## config.mk

```make
export PLATFORM = sky130hd
export DESIGN_NAME = json_string_field_extractor_unit
export DESIGN_NICKNAME = d
export VERILOG_FILES = /design/src/rtl/jsfe_pkg.sv /design/src/rtl/jsfe_match_cell.sv /design/src/rtl/jsfe_matcher.sv /design/src/rtl/jsfe_out_fifo.sv /design/src/rtl/json_string_field_extractor_unit.sv
export VERILOG_INCLUDE_DIRS = /design/src /design/src/rtl
export SDC_FILE = /design/constraint.sdc
export NUM_CORES = 1
export LEC_CHECK = 0
export ABC_AREA = 0
export BUFFER_PORTS_ARGS = -buffer_cell sky130_fd_sc_hd__buf_4
export CAP_MARGIN = 30
export CORE_ASPECT_RATIO = 2
export CORE_MARGIN = 4
export CORE_UTILIZATION = 25
export CTS_CLUSTER_SIZE = 25
export DETAILED_ROUTE_END_ITERATION = 8
export SLEW_MARGIN = 20
export SYNTH_ARGS = -nofsm -noshare
export SYNTH_HDL_FRONTEND = slang
export SYNTH_SLANG_ARGS = --single-unit
```

## constraint.sdc

```tcl
create_clock -name clk -period 5.3 [get_ports clk]
set_input_delay 1.325 -clock clk [delete_from_list [all_inputs] [get_ports clk]]
set_output_delay 1.325 -clock clk [all_outputs]
set_load 0.01 [all_outputs]
```

## src/rtl/assert_macros.svh

```systemverilog
// ----------------------------------------------------------------------------
// Assertion macros
// Shared concurrent assertion forms; each use expects clk and rst in scope.
// ----------------------------------------------------------------------------
`ifndef ASSERT_MACROS_SVH
`define ASSERT_MACROS_SVH

// Check a condition at every clock edge outside reset
`define ASSERT_ALWAYS(label, cond, msg) \
  label: assert property (@(posedge clk) disable iff (rst) (cond)) else $error(msg);

// Check that a condition implies another in the same cycle
`define ASSERT_IMPLIES(label, ante, cons, msg) \
  label: assert property (@(posedge clk) disable iff (rst) (ante) |-> (cons)) else $error(msg);

`endif

```

## src/rtl/jsfe_pkg.sv

```systemverilog
// ----------------------------------------------------------------------------
// jsfe_pkg
// Types, constants and pattern tables of the JSON string field extractor.
// ----------------------------------------------------------------------------
package jsfe_pkg;

  // Sizing
  localparam int MAX_CAPACITY = 4096;
  localparam int CNT_W        = $clog2(MAX_CAPACITY);
  localparam int CAPE_W       = CNT_W + 1;
  localparam int CAP_W        = 13;
  localparam int LEN_W        = 12;
  localparam int DATA_W       = 8;
  localparam int CFG_IDX_W    = 1;
  localparam int CFG_DATA_W   = 13;

  // Matcher row: one cell per pattern character of the longest pattern
  localparam int MATCH_CELLS  = 10;
  localparam int CELL_IDX_W   = $clog2(MATCH_CELLS);

  // Output queue
  localparam int FIFO_DEPTH   = 4;
  localparam int FIFO_PTR_W   = $clog2(FIFO_DEPTH);
  localparam int FIFO_CNT_W   = $clog2(FIFO_DEPTH + 1);

  // Characters
  localparam logic [DATA_W-1:0] CH_NUL    = 8'h00;
  localparam logic [DATA_W-1:0] CH_QUOTE  = 8'h22;
  localparam logic [DATA_W-1:0] CH_COLON  = 8'h3A;
  localparam logic [DATA_W-1:0] CH_BSLASH = 8'h5C;

  // Result kinds
  localparam logic KIND_VALUE  = 1'b0;
  localparam logic KIND_STATUS = 1'b1;

  typedef enum logic [CFG_IDX_W-1:0] {
    CFG_MESSAGE_MODE = 1'b0,
    CFG_OUT_CAPACITY = 1'b1
  } cfg_reg_t;

  typedef enum logic [2:0] {
    PH_SEARCH,
    PH_CKEY,
    PH_COLON,
    PH_SPACE,
    PH_VALUE,
    PH_DONE
  } phase_t;

  typedef enum logic [1:0] {
    ST_NONE      = 2'd0,
    ST_EXTRACTED = 2'd1,
    ST_OVERFLOW  = 2'd2
  } status_t;

  typedef enum logic [1:0] {
    PAT_ANCHOR,
    PAT_CONTENT,
    PAT_RESPONSE
  } pat_sel_t;

  typedef struct packed {
    logic [DATA_W-1:0] frame_byte;
    logic              frame_end;
  } in_word_t;

  typedef struct packed {
    logic              kind;
    logic [DATA_W-1:0] value_byte;
    logic [1:0]        status;
    logic [LEN_W-1:0]  token_length;
    logic              last_result;
  } out_word_t;

  // Per-cycle control of a matcher row
  typedef struct packed {
    logic clear;
    logic load;
    logic step;
  } cell_ctl_t;

  // Pattern tables, first character at index 0
  localparam logic [0:MATCH_CELLS-1][DATA_W-1:0] ANCHOR_CHARS   = {"\"message\"", 8'h00};
  localparam logic [0:MATCH_CELLS-1][DATA_W-1:0] CONTENT_CHARS  = {"\"content\"", 8'h00};
  localparam logic [0:MATCH_CELLS-1][DATA_W-1:0] RESPONSE_CHARS = "\"response\"";

  localparam logic [CELL_IDX_W-1:0] ANCHOR_LAST   = CELL_IDX_W'(8);
  localparam logic [CELL_IDX_W-1:0] CONTENT_LAST  = CELL_IDX_W'(8);
  localparam logic [CELL_IDX_W-1:0] RESPONSE_LAST = CELL_IDX_W'(9);

  function automatic logic [DATA_W-1:0] pat_char(pat_sel_t sel, logic [CELL_IDX_W-1:0] idx);
    logic [DATA_W-1:0] ch;
    ch = CH_NUL;
    case (sel)
      PAT_ANCHOR:   ch = ANCHOR_CHARS[idx];
      PAT_CONTENT:  ch = CONTENT_CHARS[idx];
      PAT_RESPONSE: ch = RESPONSE_CHARS[idx];
      default:      ch = CH_NUL;
    endcase
    return ch;
  endfunction

  function automatic logic [CELL_IDX_W-1:0] pat_last(pat_sel_t sel);
    logic [CELL_IDX_W-1:0] idx;
    idx = RESPONSE_LAST;
    case (sel)
      PAT_ANCHOR:   idx = ANCHOR_LAST;
      PAT_CONTENT:  idx = CONTENT_LAST;
      PAT_RESPONSE: idx = RESPONSE_LAST;
      default:      idx = RESPONSE_LAST;
    endcase
    return idx;
  endfunction

  // Space, tab, newline, vertical tab, form feed, carriage return
  function automatic logic is_ws(logic [DATA_W-1:0] c);
    return (c == 8'h20) || (c == 8'h09) || (c == 8'h0A) ||
           (c == 8'h0B) || (c == 8'h0C) || (c == 8'h0D);
  endfunction

endpackage

```

## src/rtl/jsfe_match_cell.sv

```systemverilog
// ----------------------------------------------------------------------------
// jsfe_match_cell
// One position of a pattern matcher: holds whether the match stands at this
// position and hands a hit on to the next cell.
// ----------------------------------------------------------------------------
module jsfe_match_cell (
  input  logic                      clk,
  input  logic                      rst,
  input  jsfe_pkg::cell_ctl_t       ctl,
  input  logic                      init_val,
  input  logic                      load_val,
  input  logic                      seed,
  input  logic                      from_left,
  input  logic [jsfe_pkg::DATA_W-1:0] data,
  input  logic [jsfe_pkg::DATA_W-1:0] ch,
  input  logic                      is_last,
  output logic                      act,
  output logic                      fwd,
  output logic                      done
);

  logic hit;

  // Compare the word against this cell's character
  assign hit  = act && (data == ch);
  assign fwd  = hit && !is_last;
  assign done = hit && is_last;

  // Hold, restart, preload or advance the position bit
  always_ff @(posedge clk) begin
    if (rst || ctl.clear) begin
      act <= init_val;
    end else if (ctl.load) begin
      act <= load_val;
    end else if (ctl.step) begin
      act <= from_left | seed;
    end
  end

endmodule

```

## src/rtl/jsfe_matcher.sv

```systemverilog
// ----------------------------------------------------------------------------
// jsfe_matcher
// Row of match cells tracking the position within one selectable pattern;
// a mismatch restarts at the start, or just past it on a quote.
// ----------------------------------------------------------------------------
`include "assert_macros.svh"

module jsfe_matcher (
  input  logic                        clk,
  input  logic                        rst,
  input  jsfe_pkg::cell_ctl_t         ctl,
  input  jsfe_pkg::pat_sel_t          pat_sel,
  input  logic [jsfe_pkg::DATA_W-1:0] data,
  output logic                        match_done
);

  import jsfe_pkg::*;

  logic [MATCH_CELLS-1:0] act;
  logic [MATCH_CELLS-1:0] fwd;
  logic [MATCH_CELLS-1:0] done;
  logic [MATCH_CELLS-1:0] seed;
  logic [MATCH_CELLS-1:0] from_left;
  logic [CELL_IDX_W-1:0]  last_idx;
  logic                   any_hit;
  logic                   quote;

  assign last_idx   = pat_last(pat_sel);
  assign any_hit    = |(fwd | done);
  assign quote      = (data == CH_QUOTE);
  assign match_done = |done;

  // Build the row and its fallback inputs
  for (genvar i = 0; i < MATCH_CELLS; i++) begin : g_cell
    if (i == 0) begin : g_head
      assign from_left[i] = 1'b0;
      assign seed[i]      = (!any_hit && !quote) || match_done;
    end else if (i == 1) begin : g_second
      assign from_left[i] = fwd[i-1];
      assign seed[i]      = !any_hit && quote;
    end else begin : g_rest
      assign from_left[i] = fwd[i-1];
      assign seed[i]      = 1'b0;
    end

    jsfe_match_cell u_cell (
      .clk       (clk),
      .rst       (rst),
      .ctl       (ctl),
      .init_val  (i == 0),
      .load_val  (i == 1),
      .seed      (seed[i]),
      .from_left (from_left[i]),
      .data      (data),
      .ch        (pat_char(pat_sel, CELL_IDX_W'(i))),
      .is_last   (CELL_IDX_W'(i) == last_idx),
      .act       (act[i]),
      .fwd       (fwd[i]),
      .done      (done[i])
    );
  end

  `ASSERT_ALWAYS(a_single_position, $onehot(act), "matcher position is not one-hot")

endmodule

```

## src/rtl/jsfe_out_fifo.sv

```systemverilog
// ----------------------------------------------------------------------------
// jsfe_out_fifo
// Small result queue taking up to two words a cycle; gives one unless stalled.
// ----------------------------------------------------------------------------
`include "assert_macros.svh"

module jsfe_out_fifo (
  input  logic                clk,
  input  logic                rst,
  input  logic                wr0_en,
  input  jsfe_pkg::out_word_t wr0_data,
  input  logic                wr1_en,
  input  jsfe_pkg::out_word_t wr1_data,
  output logic                full,
  output logic                out_valid,
  input  logic                out_stall,
  output jsfe_pkg::out_word_t out_word
);

  import jsfe_pkg::*;

  out_word_t               entry [FIFO_DEPTH];
  logic [FIFO_PTR_W-1:0]   head;
  logic [FIFO_PTR_W-1:0]   tail;
  logic [FIFO_CNT_W-1:0]   count;
  logic [FIFO_CNT_W-1:0]   count_next;
  logic [FIFO_PTR_W-1:0]   tail_next;
  logic                    pop;

  assign out_valid = (count != '0);
  assign out_word  = entry[head];
  assign pop       = out_valid && !out_stall;
  // Hold off new input unless two words fit
  assign full      = (count > FIFO_CNT_W'(FIFO_DEPTH - 2));

  assign tail_next  = tail + FIFO_PTR_W'(1);
  assign count_next = count + FIFO_CNT_W'(wr0_en) + FIFO_CNT_W'(wr1_en) - FIFO_CNT_W'(pop);

  // Store incoming words
  always_ff @(posedge clk) begin
    if (wr0_en) begin
      entry[tail] <= wr0_data;
    end
    if (wr1_en) begin
      entry[tail_next] <= wr1_data;
    end
  end

  // Advance pointers and fill level
  always_ff @(posedge clk) begin
    if (rst) begin
      head  <= '0;
      tail  <= '0;
      count <= '0;
    end else begin
      if (pop) begin
        head <= head + FIFO_PTR_W'(1);
      end
      tail  <= tail + FIFO_PTR_W'(wr0_en) + FIFO_PTR_W'(wr1_en);
      count <= count_next;
    end
  end

  `ASSERT_ALWAYS(a_fill_bound, count <= FIFO_CNT_W'(FIFO_DEPTH), "result queue overfilled")
  `ASSERT_IMPLIES(a_second_needs_first, wr1_en, wr0_en, "second word written without first")
  `ASSERT_IMPLIES(a_no_write_when_full, wr0_en, !full, "result written while queue full")

endmodule

```

## src/rtl/json_string_field_extractor_unit.sv

```systemverilog
// ----------------------------------------------------------------------------
// json_string_field_extractor_unit
// Streams frame text one byte per word, finds the "response" key (or the
// "content" key after a "message" anchor) and emits the string value bytes,
// then one status word per frame.
// ----------------------------------------------------------------------------
//
//   channel | direction | handshake          | payload
//   --------+-----------+--------------------+---------------------------------
//   cfg     | in        | cfg_we             | cfg_index, cfg_data
//   in      | in        | in_valid, in_stall | in_word (frame_byte, frame_end)
//   out     | out       | out_valid, out_stall | out_word (kind .. last_result)
//
// One input word per cycle unless stalled; each nonzero byte steps the phase
// logic and the matcher rows in use in the same cycle. A result word appears
// at the earliest in the cycle after its input word, from a four-word queue. A
// frame end that also closes a value byte yields two result words, drained at
// one per cycle unless stalled; in_stall is high while more than two words are
// held. Reset is a single cycle and leaves the block ready.
// ----------------------------------------------------------------------------
`include "assert_macros.svh"

module json_string_field_extractor_unit (
  input  logic                            clk,
  input  logic                            rst,
  input  logic                            cfg_we,
  input  logic [jsfe_pkg::CFG_IDX_W-1:0]  cfg_index,
  input  logic [jsfe_pkg::CFG_DATA_W-1:0] cfg_data,
  input  logic                            in_valid,
  output logic                            in_stall,
  input  jsfe_pkg::in_word_t              in_word,
  output logic                            out_valid,
  input  logic                            out_stall,
  output jsfe_pkg::out_word_t             out_word
);

  import jsfe_pkg::*;

  // Configuration registers
  logic                message_mode;
  logic [CAP_W-1:0]    out_capacity;

  // Frame state
  phase_t              phase;
  phase_t              phase_next;
  logic [CNT_W-1:0]    value_count;
  logic [CNT_W-1:0]    value_count_next;
  logic                pending_backslash;
  logic                pending_backslash_next;
  logic [1:0]          final_status;
  logic [1:0]          final_status_next;

  logic                accept;
  logic                live;
  logic                nonzero;
  logic [DATA_W-1:0]   b;
  logic                fe;
  logic [CAPE_W-1:0]   cap_eff;
  logic                anchor_done;
  logic                key_done;
  logic                key_load;
  cell_ctl_t           anchor_ctl;
  cell_ctl_t           key_ctl;
  pat_sel_t            key_sel;
  logic                emit_byte;
  logic [DATA_W-1:0]   emit_val;
  logic                emit_status;
  logic [1:0]          status_val;
  out_word_t           byte_word;
  out_word_t           status_word;
  logic                fifo_full;

  assign b        = in_word.frame_byte;
  assign fe       = in_word.frame_end;
  assign in_stall = fifo_full;
  assign accept   = in_valid && !in_stall;
  assign live     = accept && (phase != PH_DONE);
  assign nonzero  = (b != CH_NUL);

  assign cap_eff = (32'(out_capacity) > 32'(MAX_CAPACITY)) ? CAPE_W'(MAX_CAPACITY)
                                                           : CAPE_W'(out_capacity);

  // Write configuration registers
  always_ff @(posedge clk) begin
    if (rst) begin
      message_mode <= 1'b0;
      out_capacity <= CAP_W'(256);
    end else if (cfg_we) begin
      case (cfg_reg_t'(cfg_index))
        CFG_MESSAGE_MODE: message_mode <= cfg_data[0];
        CFG_OUT_CAPACITY: out_capacity <= CAP_W'(cfg_data);
        default: ;
      endcase
    end
  end

  // Drive the matcher rows
  assign key_sel = (phase == PH_CKEY) ? PAT_CONTENT : PAT_RESPONSE;

  always_comb begin
    anchor_ctl.clear = accept && fe;
    anchor_ctl.load  = 1'b0;
    anchor_ctl.step  = live && nonzero && (phase == PH_SEARCH) && message_mode;
    key_ctl.clear    = accept && fe;
    key_ctl.load     = key_load;
    key_ctl.step     = live && nonzero &&
                       (((phase == PH_SEARCH) && !message_mode) || (phase == PH_CKEY));
  end

  jsfe_matcher u_anchor (
    .clk        (clk),
    .rst        (rst),
    .ctl        (anchor_ctl),
    .pat_sel    (PAT_ANCHOR),
    .data       (b),
    .match_done (anchor_done)
  );

  jsfe_matcher u_key (
    .clk        (clk),
    .rst        (rst),
    .ctl        (key_ctl),
    .pat_sel    (key_sel),
    .data       (b),
    .match_done (key_done)
  );

  // Advance the phase, copy value bytes and close the frame
  always_comb begin
    phase_t           ph;
    logic             pb;
    logic [1:0]       fs;
    logic             copy_req;
    logic             ovf;

    ph        = phase;
    pb        = pending_backslash;
    fs        = final_status;
    copy_req  = 1'b0;
    emit_val  = b;
    key_load  = 1'b0;
    emit_byte = 1'b0;
    value_count_next = value_count;

    // Byte handling
    if (live && nonzero) begin
      case (phase)
        PH_SEARCH: begin
          if (message_mode) begin
            if (anchor_done) begin
              ph       = PH_CKEY;
              key_load = 1'b1;
            end
          end else if (key_done) begin
            ph = PH_COLON;
          end
        end
        PH_CKEY: begin
          if (key_done) ph = PH_COLON;
        end
        PH_COLON: begin
          if (b == CH_COLON) ph = PH_SPACE;
        end
        PH_SPACE: begin
          if (b == CH_QUOTE) begin
            ph = PH_VALUE;
          end else if (!is_ws(b)) begin
            ph = PH_DONE;
            fs = ST_NONE;
          end
        end
        PH_VALUE: begin
          if (pb) begin
            pb = 1'b0;
            ph = PH_DONE;
            fs = ST_NONE;
          end else if (b == CH_BSLASH) begin
            pb = 1'b1;
          end else if (b == CH_QUOTE) begin
            ph = PH_DONE;
            fs = ST_EXTRACTED;
          end else begin
            copy_req = 1'b1;
          end
        end
        default: ;
      endcase
    end

    // End of text: flush a trailing backslash, then settle the status
    if (live && (!nonzero || fe)) begin
      if (ph == PH_VALUE) begin
        if (pb) begin
          pb       = 1'b0;
          copy_req = 1'b1;
          emit_val = CH_BSLASH;
        end
        ph = PH_DONE;
        fs = ST_EXTRACTED;
      end else if (ph != PH_DONE) begin
        ph = PH_DONE;
        fs = ST_NONE;
      end
    end

    // Copy one byte unless it would reach capacity
    ovf = copy_req && (({1'b0, value_count} + CAPE_W'(1)) >= cap_eff);
    if (copy_req) begin
      if (ovf) begin
        ph = PH_DONE;
        fs = ST_OVERFLOW;
      end else begin
        emit_byte        = 1'b1;
        value_count_next = value_count + CNT_W'(1);
      end
    end

    emit_status = accept && fe;
    status_val  = (ph == PH_DONE) ? fs : ST_NONE;

    // Restart the frame after its status word
    if (accept && fe) begin
      phase_next             = PH_SEARCH;
      pending_backslash_next = 1'b0;
      final_status_next      = ST_NONE;
    end else begin
      phase_next             = ph;
      pending_backslash_next = pb;
      final_status_next      = fs;
    end
  end

  // Frame state registers
  always_ff @(posedge clk) begin
    if (rst) begin
      phase             <= PH_SEARCH;
      value_count       <= '0;
      pending_backslash <= 1'b0;
      final_status      <= ST_NONE;
    end else begin
      phase             <= phase_next;
      value_count       <= (accept && fe) ? '0 : value_count_next;
      pending_backslash <= pending_backslash_next;
      final_status      <= final_status_next;
    end
  end

  // Assemble result words
  always_comb begin
    byte_word.kind         = KIND_VALUE;
    byte_word.value_byte   = emit_val;
    byte_word.status       = ST_NONE;
    byte_word.token_length = '0;
    byte_word.last_result  = 1'b0;

    status_word.kind         = KIND_STATUS;
    status_word.value_byte   = CH_NUL;
    status_word.status       = status_val;
    status_word.token_length = (status_val == ST_EXTRACTED) ? LEN_W'(value_count_next) : '0;
    status_word.last_result  = 1'b1;
  end

  jsfe_out_fifo u_out_fifo (
    .clk       (clk),
    .rst       (rst),
    .wr0_en    (emit_byte || emit_status),
    .wr0_data  (emit_byte ? byte_word : status_word),
    .wr1_en    (emit_byte && emit_status),
    .wr1_data  (status_word),
    .full      (fifo_full),
    .out_valid (out_valid),
    .out_stall (out_stall),
    .out_word  (out_word)
  );

  `ASSERT_IMPLIES(a_bslash_in_value, pending_backslash, phase == PH_VALUE, "stray backslash")

endmodule
```

==> results.sh <==
export IMPL_outcome="finished, final reports clean"
export IMPL_start_util_pct=25.5
export IMPL_routed_wl_um=21800
export IMPL_drt_iter0_markers=446
export IMPL_setup_viol=0
export IMPL_fin_crit_sh_pct=89.9
export IMPL_vias_per_cell=5.13
export IMPL_syn_area_um2=7750
export IMPL_power_mw=3.74
export IMPL_clk_latency_ns=0.45
export IMPL_worst_pin_slew_ns=0.806
export IMPL_dr_pass1_iters=5
export IMPL_clock_sinks=152
export IMPL_dieArea_um2=34000
export IMPL_antenna_found_initial=0
export IMPL_gp_congestion=0.863
export IMPL_numCtsBuffers=17
export IMPL_synth_cell_types=73
export IMPL_syn_num_nets=842
export IMPL_clockRootBuffer="clkbuf_16"
export IMPL_die_x_um=132
export IMPL_fin_crit_ns=4.76
export IMPL_antenna_cells=0
export IMPL_power_density_nw_per_um2=408
export IMPL_final_setup_skew_ns=0.0143
export IMPL_finalSetupTns_ns=0
export IMPL_vdd_drop_max_mv=0.264
export IMPL_synthArstFlopShare_pct=0
export IMPL_cp_slowest_stage_delay_ns=0.41
export IMPL_r2r_start="value_count[0]"
export IMPL_crit_fanout=5
export IMPL_yosysSeqAreaShare_pct=46.5
export IMPL_rsz0062_at_grt="no"
export IMPL_core_area_um2=30400
export IMPL_finalNonFillerCells=1222
export IMPL_pin_count=54
export IMPL_postCtsResizedCells=0
export IMPL_die_y_um=257
export IMPL_area_delta_synth_final_pct=18.4
export IMPL_syn_inst=795
export IMPL_cts_path_max_buffers=2
export IMPL_fmax_mhz=210
export IMPL_cts_hold_fix_buffers=0
export IMPL_path_delay_family="adder cells"
export IMPL_p_leak_nw=3.22
export IMPL_worst_r2r_cell_count=18
export IMPL_end_kind="register"
export IMPL_critPathKind="reg2reg"
export IMPL_path_cells="ha_1 -> nand3_1 -> nor2_1 -> nand3_1 -> or2_2 -> xnor2_1 -> ha_1 -> a21o_1 -> a21o_1 -> a211oi_2 -> nand3_1 -> nor4_1 -> o21ai_0 -> ha_1 -> fa_1 -> inv_1 -> fa_1 -> nor2b_1"
export IMPL_hold_depth=2
export IMPL_ant_nets=0
export IMPL_r2r_end="u_out_fifo.count[1]"
export IMPL_layout_nets=888
export IMPL_grt_max_degree=24
export IMPL_crit_required_ns=5.63
export IMPL_synth_seq_cells=152
export IMPL_synth_edf_count=56
export IMPL_r2r_setup_slack_ns=0.54
export IMPL_post_dp_hpwl_um=16400
export IMPL_placement_io_buffers=53
export IMPL_placedCellCount=1190
export IMPL_via_count=6263
export IMPL_grt_usage_pct=12.9
export IMPL_max_cap_violations=0
export IMPL_cts_tree="yes"
export IMPL_hold_start="out_capacity[9]"
export IMPL_placementRows=90
export IMPL_synth_flop_cell="dfxtp_1"
export IMPL_hold_path_class="reg2reg"
export IMPL_critPathBufInv=1
export IMPL_arrival_ns=5.10
export IMPL_grt_pass1_wl_um=34400
export IMPL_whs_endpoint="out_capacity[9]"
export IMPL_final_hold_viol_count=0
export IMPL_cts_setup_buffers=0
export IMPL_wl_per_cell_um=17.8
export IMPL_grt_overflow_total=0
export IMPL_avgSynthCellArea_um2=9.75
export IMPL_cts_htree_levels=4
export IMPL_drcViolationCount=0
export IMPL_slew_headroom_pct=45.8
export IMPL_ys_warn_count=0
export IMPL_fillers=3130
export IMPL_path_clk_slew_ns=0.07
export IMPL_start_kind="register"
export IMPL_grt_pass1_vias=6485
export IMPL_worst_path_max_delay_cell="dfxtp_1"
export IMPL_drive_gt1_share_pct=17.6
export IMPL_slew_viol_final=0
## sequential cells by signal (all words and copies together), names as in the netlist, named ones only
name and count:
value_count 12, pending_backslash 1, u_out_fifo.entry 92, u_out_fifo.count 3
phase 3, message_mode 1, out_capacity 13, u_anchor.g_cell.u_cell.act 9
final_status 2, u_key.g_cell.u_cell.act 10, u_out_fifo.head 2, u_out_fifo.tail 2
## cell type report
type / count / area (um^2) / share of cell area, %
inverters: 22 / 82.6 / 0.900
multi-input cells: 576 / 3870 / 42.2
flip-flops and latches: 152 / 3600 / 39.3
clock buffers: 17 / 425 / 4.64
repair buffers: 72 / 537 / 5.85
well taps: 368 / 460 / 5.02
clock inverters: 15 / 191 / 2.09
## through the flow
step                setup slack [ns]  util (%)  cell area, um^2  hold WS [ns]
CTS                            0.305      30.2             9170         0.457
global placement               0.388      28.1             8550         0.443
global route                   0.168      30.2             9170         0.471
finish                         0.535      30.2             9170         0.454
floorplan                      0.569         -             7750         0.432
detailed placement             0.320      28.1             8550         0.447
## logic make-up (layout without fill, tap and decap cells)
group | after synthesis | count (layout) | synth area share (%)
AND/OR/NAND/NOR | 314 | 314 | 19.7
adder cells (fa/ha/maj) | 20 | 20 | 3.50
AO/OA/AOI/OAI | 186 | 186 | 16.2
buffers and inverters | 67 | 126 | 3.55
XOR/XNOR | 21 | 21 | 2.37
flip-flops | 152 | 152 | 46.5
multiplexers | 35 | 35 | 8.24
## cell usage in the layout (no fill, tap or decap), drive strengths merged, types with 6 or more instances in the layout
| cell type | count |
|---|---|
| nand2 | 97 |
| dfxtp | 96 |
| nor2 | 87 |
| a21oi | 80 |
| buf | 72 |
| edfxtp | 56 |
| inv | 30 |
| nand3 | 26 |
| mux4 | 23 |
| o21ai | 22 |
| a22o | 20 |
| clkbuf | 17 |
| ha | 16 |
| nor4 | 16 |
| nor3 | 14 |
| nand4 | 12 |
| mux2i | 12 |
| xnor2 | 11 |
| or2 | 11 |
| xor2 | 10 |
| nor2b | 9 |
| a32o | 9 |
| or3 | 8 |
| a31oi | 6 |
| a21o | 6 |
## how the worst max path moves through the flow
stage / startpoint / to / slack (ns) / cells after the start
6_report: value_count[0] / u_out_fifo.count[1] / 0.54 / 18
5_1_grt: value_count[0] / u_out_fifo.count[1] / 0.17 / 18
4_1_cts: value_count[0] / u_out_fifo.count[1] / 0.30 / 18
3_5_place_dp: value_count[0] / u_out_fifo.count[1] / 0.32 / 18
3_3_place_gp: in_word[1] / u_out_fifo.entry[0][3] / 0.39 / 11
2_1_floorplan: value_count[0] / u_out_fifo.count[1] / 0.57 / 19
## per-layer routing
layer	GRT usage, %	vias to the layer above	share of wire, %	wire [um]
met3	2.27	49	3.0	658
li1	-	3037	-	-
met1	11.9	3040	35	7660
met4	7.77	0	4.0	881
met5	0	-	0	0
met2	25.6	137	58	12600
## worst register-to-register path, delay by kind of cell, from the launching register on
| family | cells | cell delay (ns) |
|---|---|---|
| compound gates | 4 | 0.95 |
| xor+xnor | 1 | 0.14 |
| fa+ha+maj | 5 | 1.69 |
| buf+inv | 1 | 0.08 |
| flops | 1 | 0.41 |
| simple gates | 7 | 1.37 |
## report_power, final
part | leakage (nW) | switching, mW | internal (mW)
clock network | 0.300 | 0.583 | 0.683
logic | 1.59 | 0.585 | 0.458
registers | 1.33 | 0.0930 | 1.34
## cell usage after synthesis (14+ instances only)
cell type	count	area share, %
clkbuf_1	28	1.4
nand2_1	97	4.7
a22o_1	20	2.3
nor2_1	87	4.2
a21oi_1	79	5.1
nor4_1	15	1.2
o21ai_0	19	1.2
mux4_2	23	6.7
nor3_1	14	0.90
edfxtp_1	56	22
dfxtp_1	96	25
ha_1	16	2.6
nand3_1	24	1.6
inv_1	21	1.0
(Power assumes the default switching activity.)
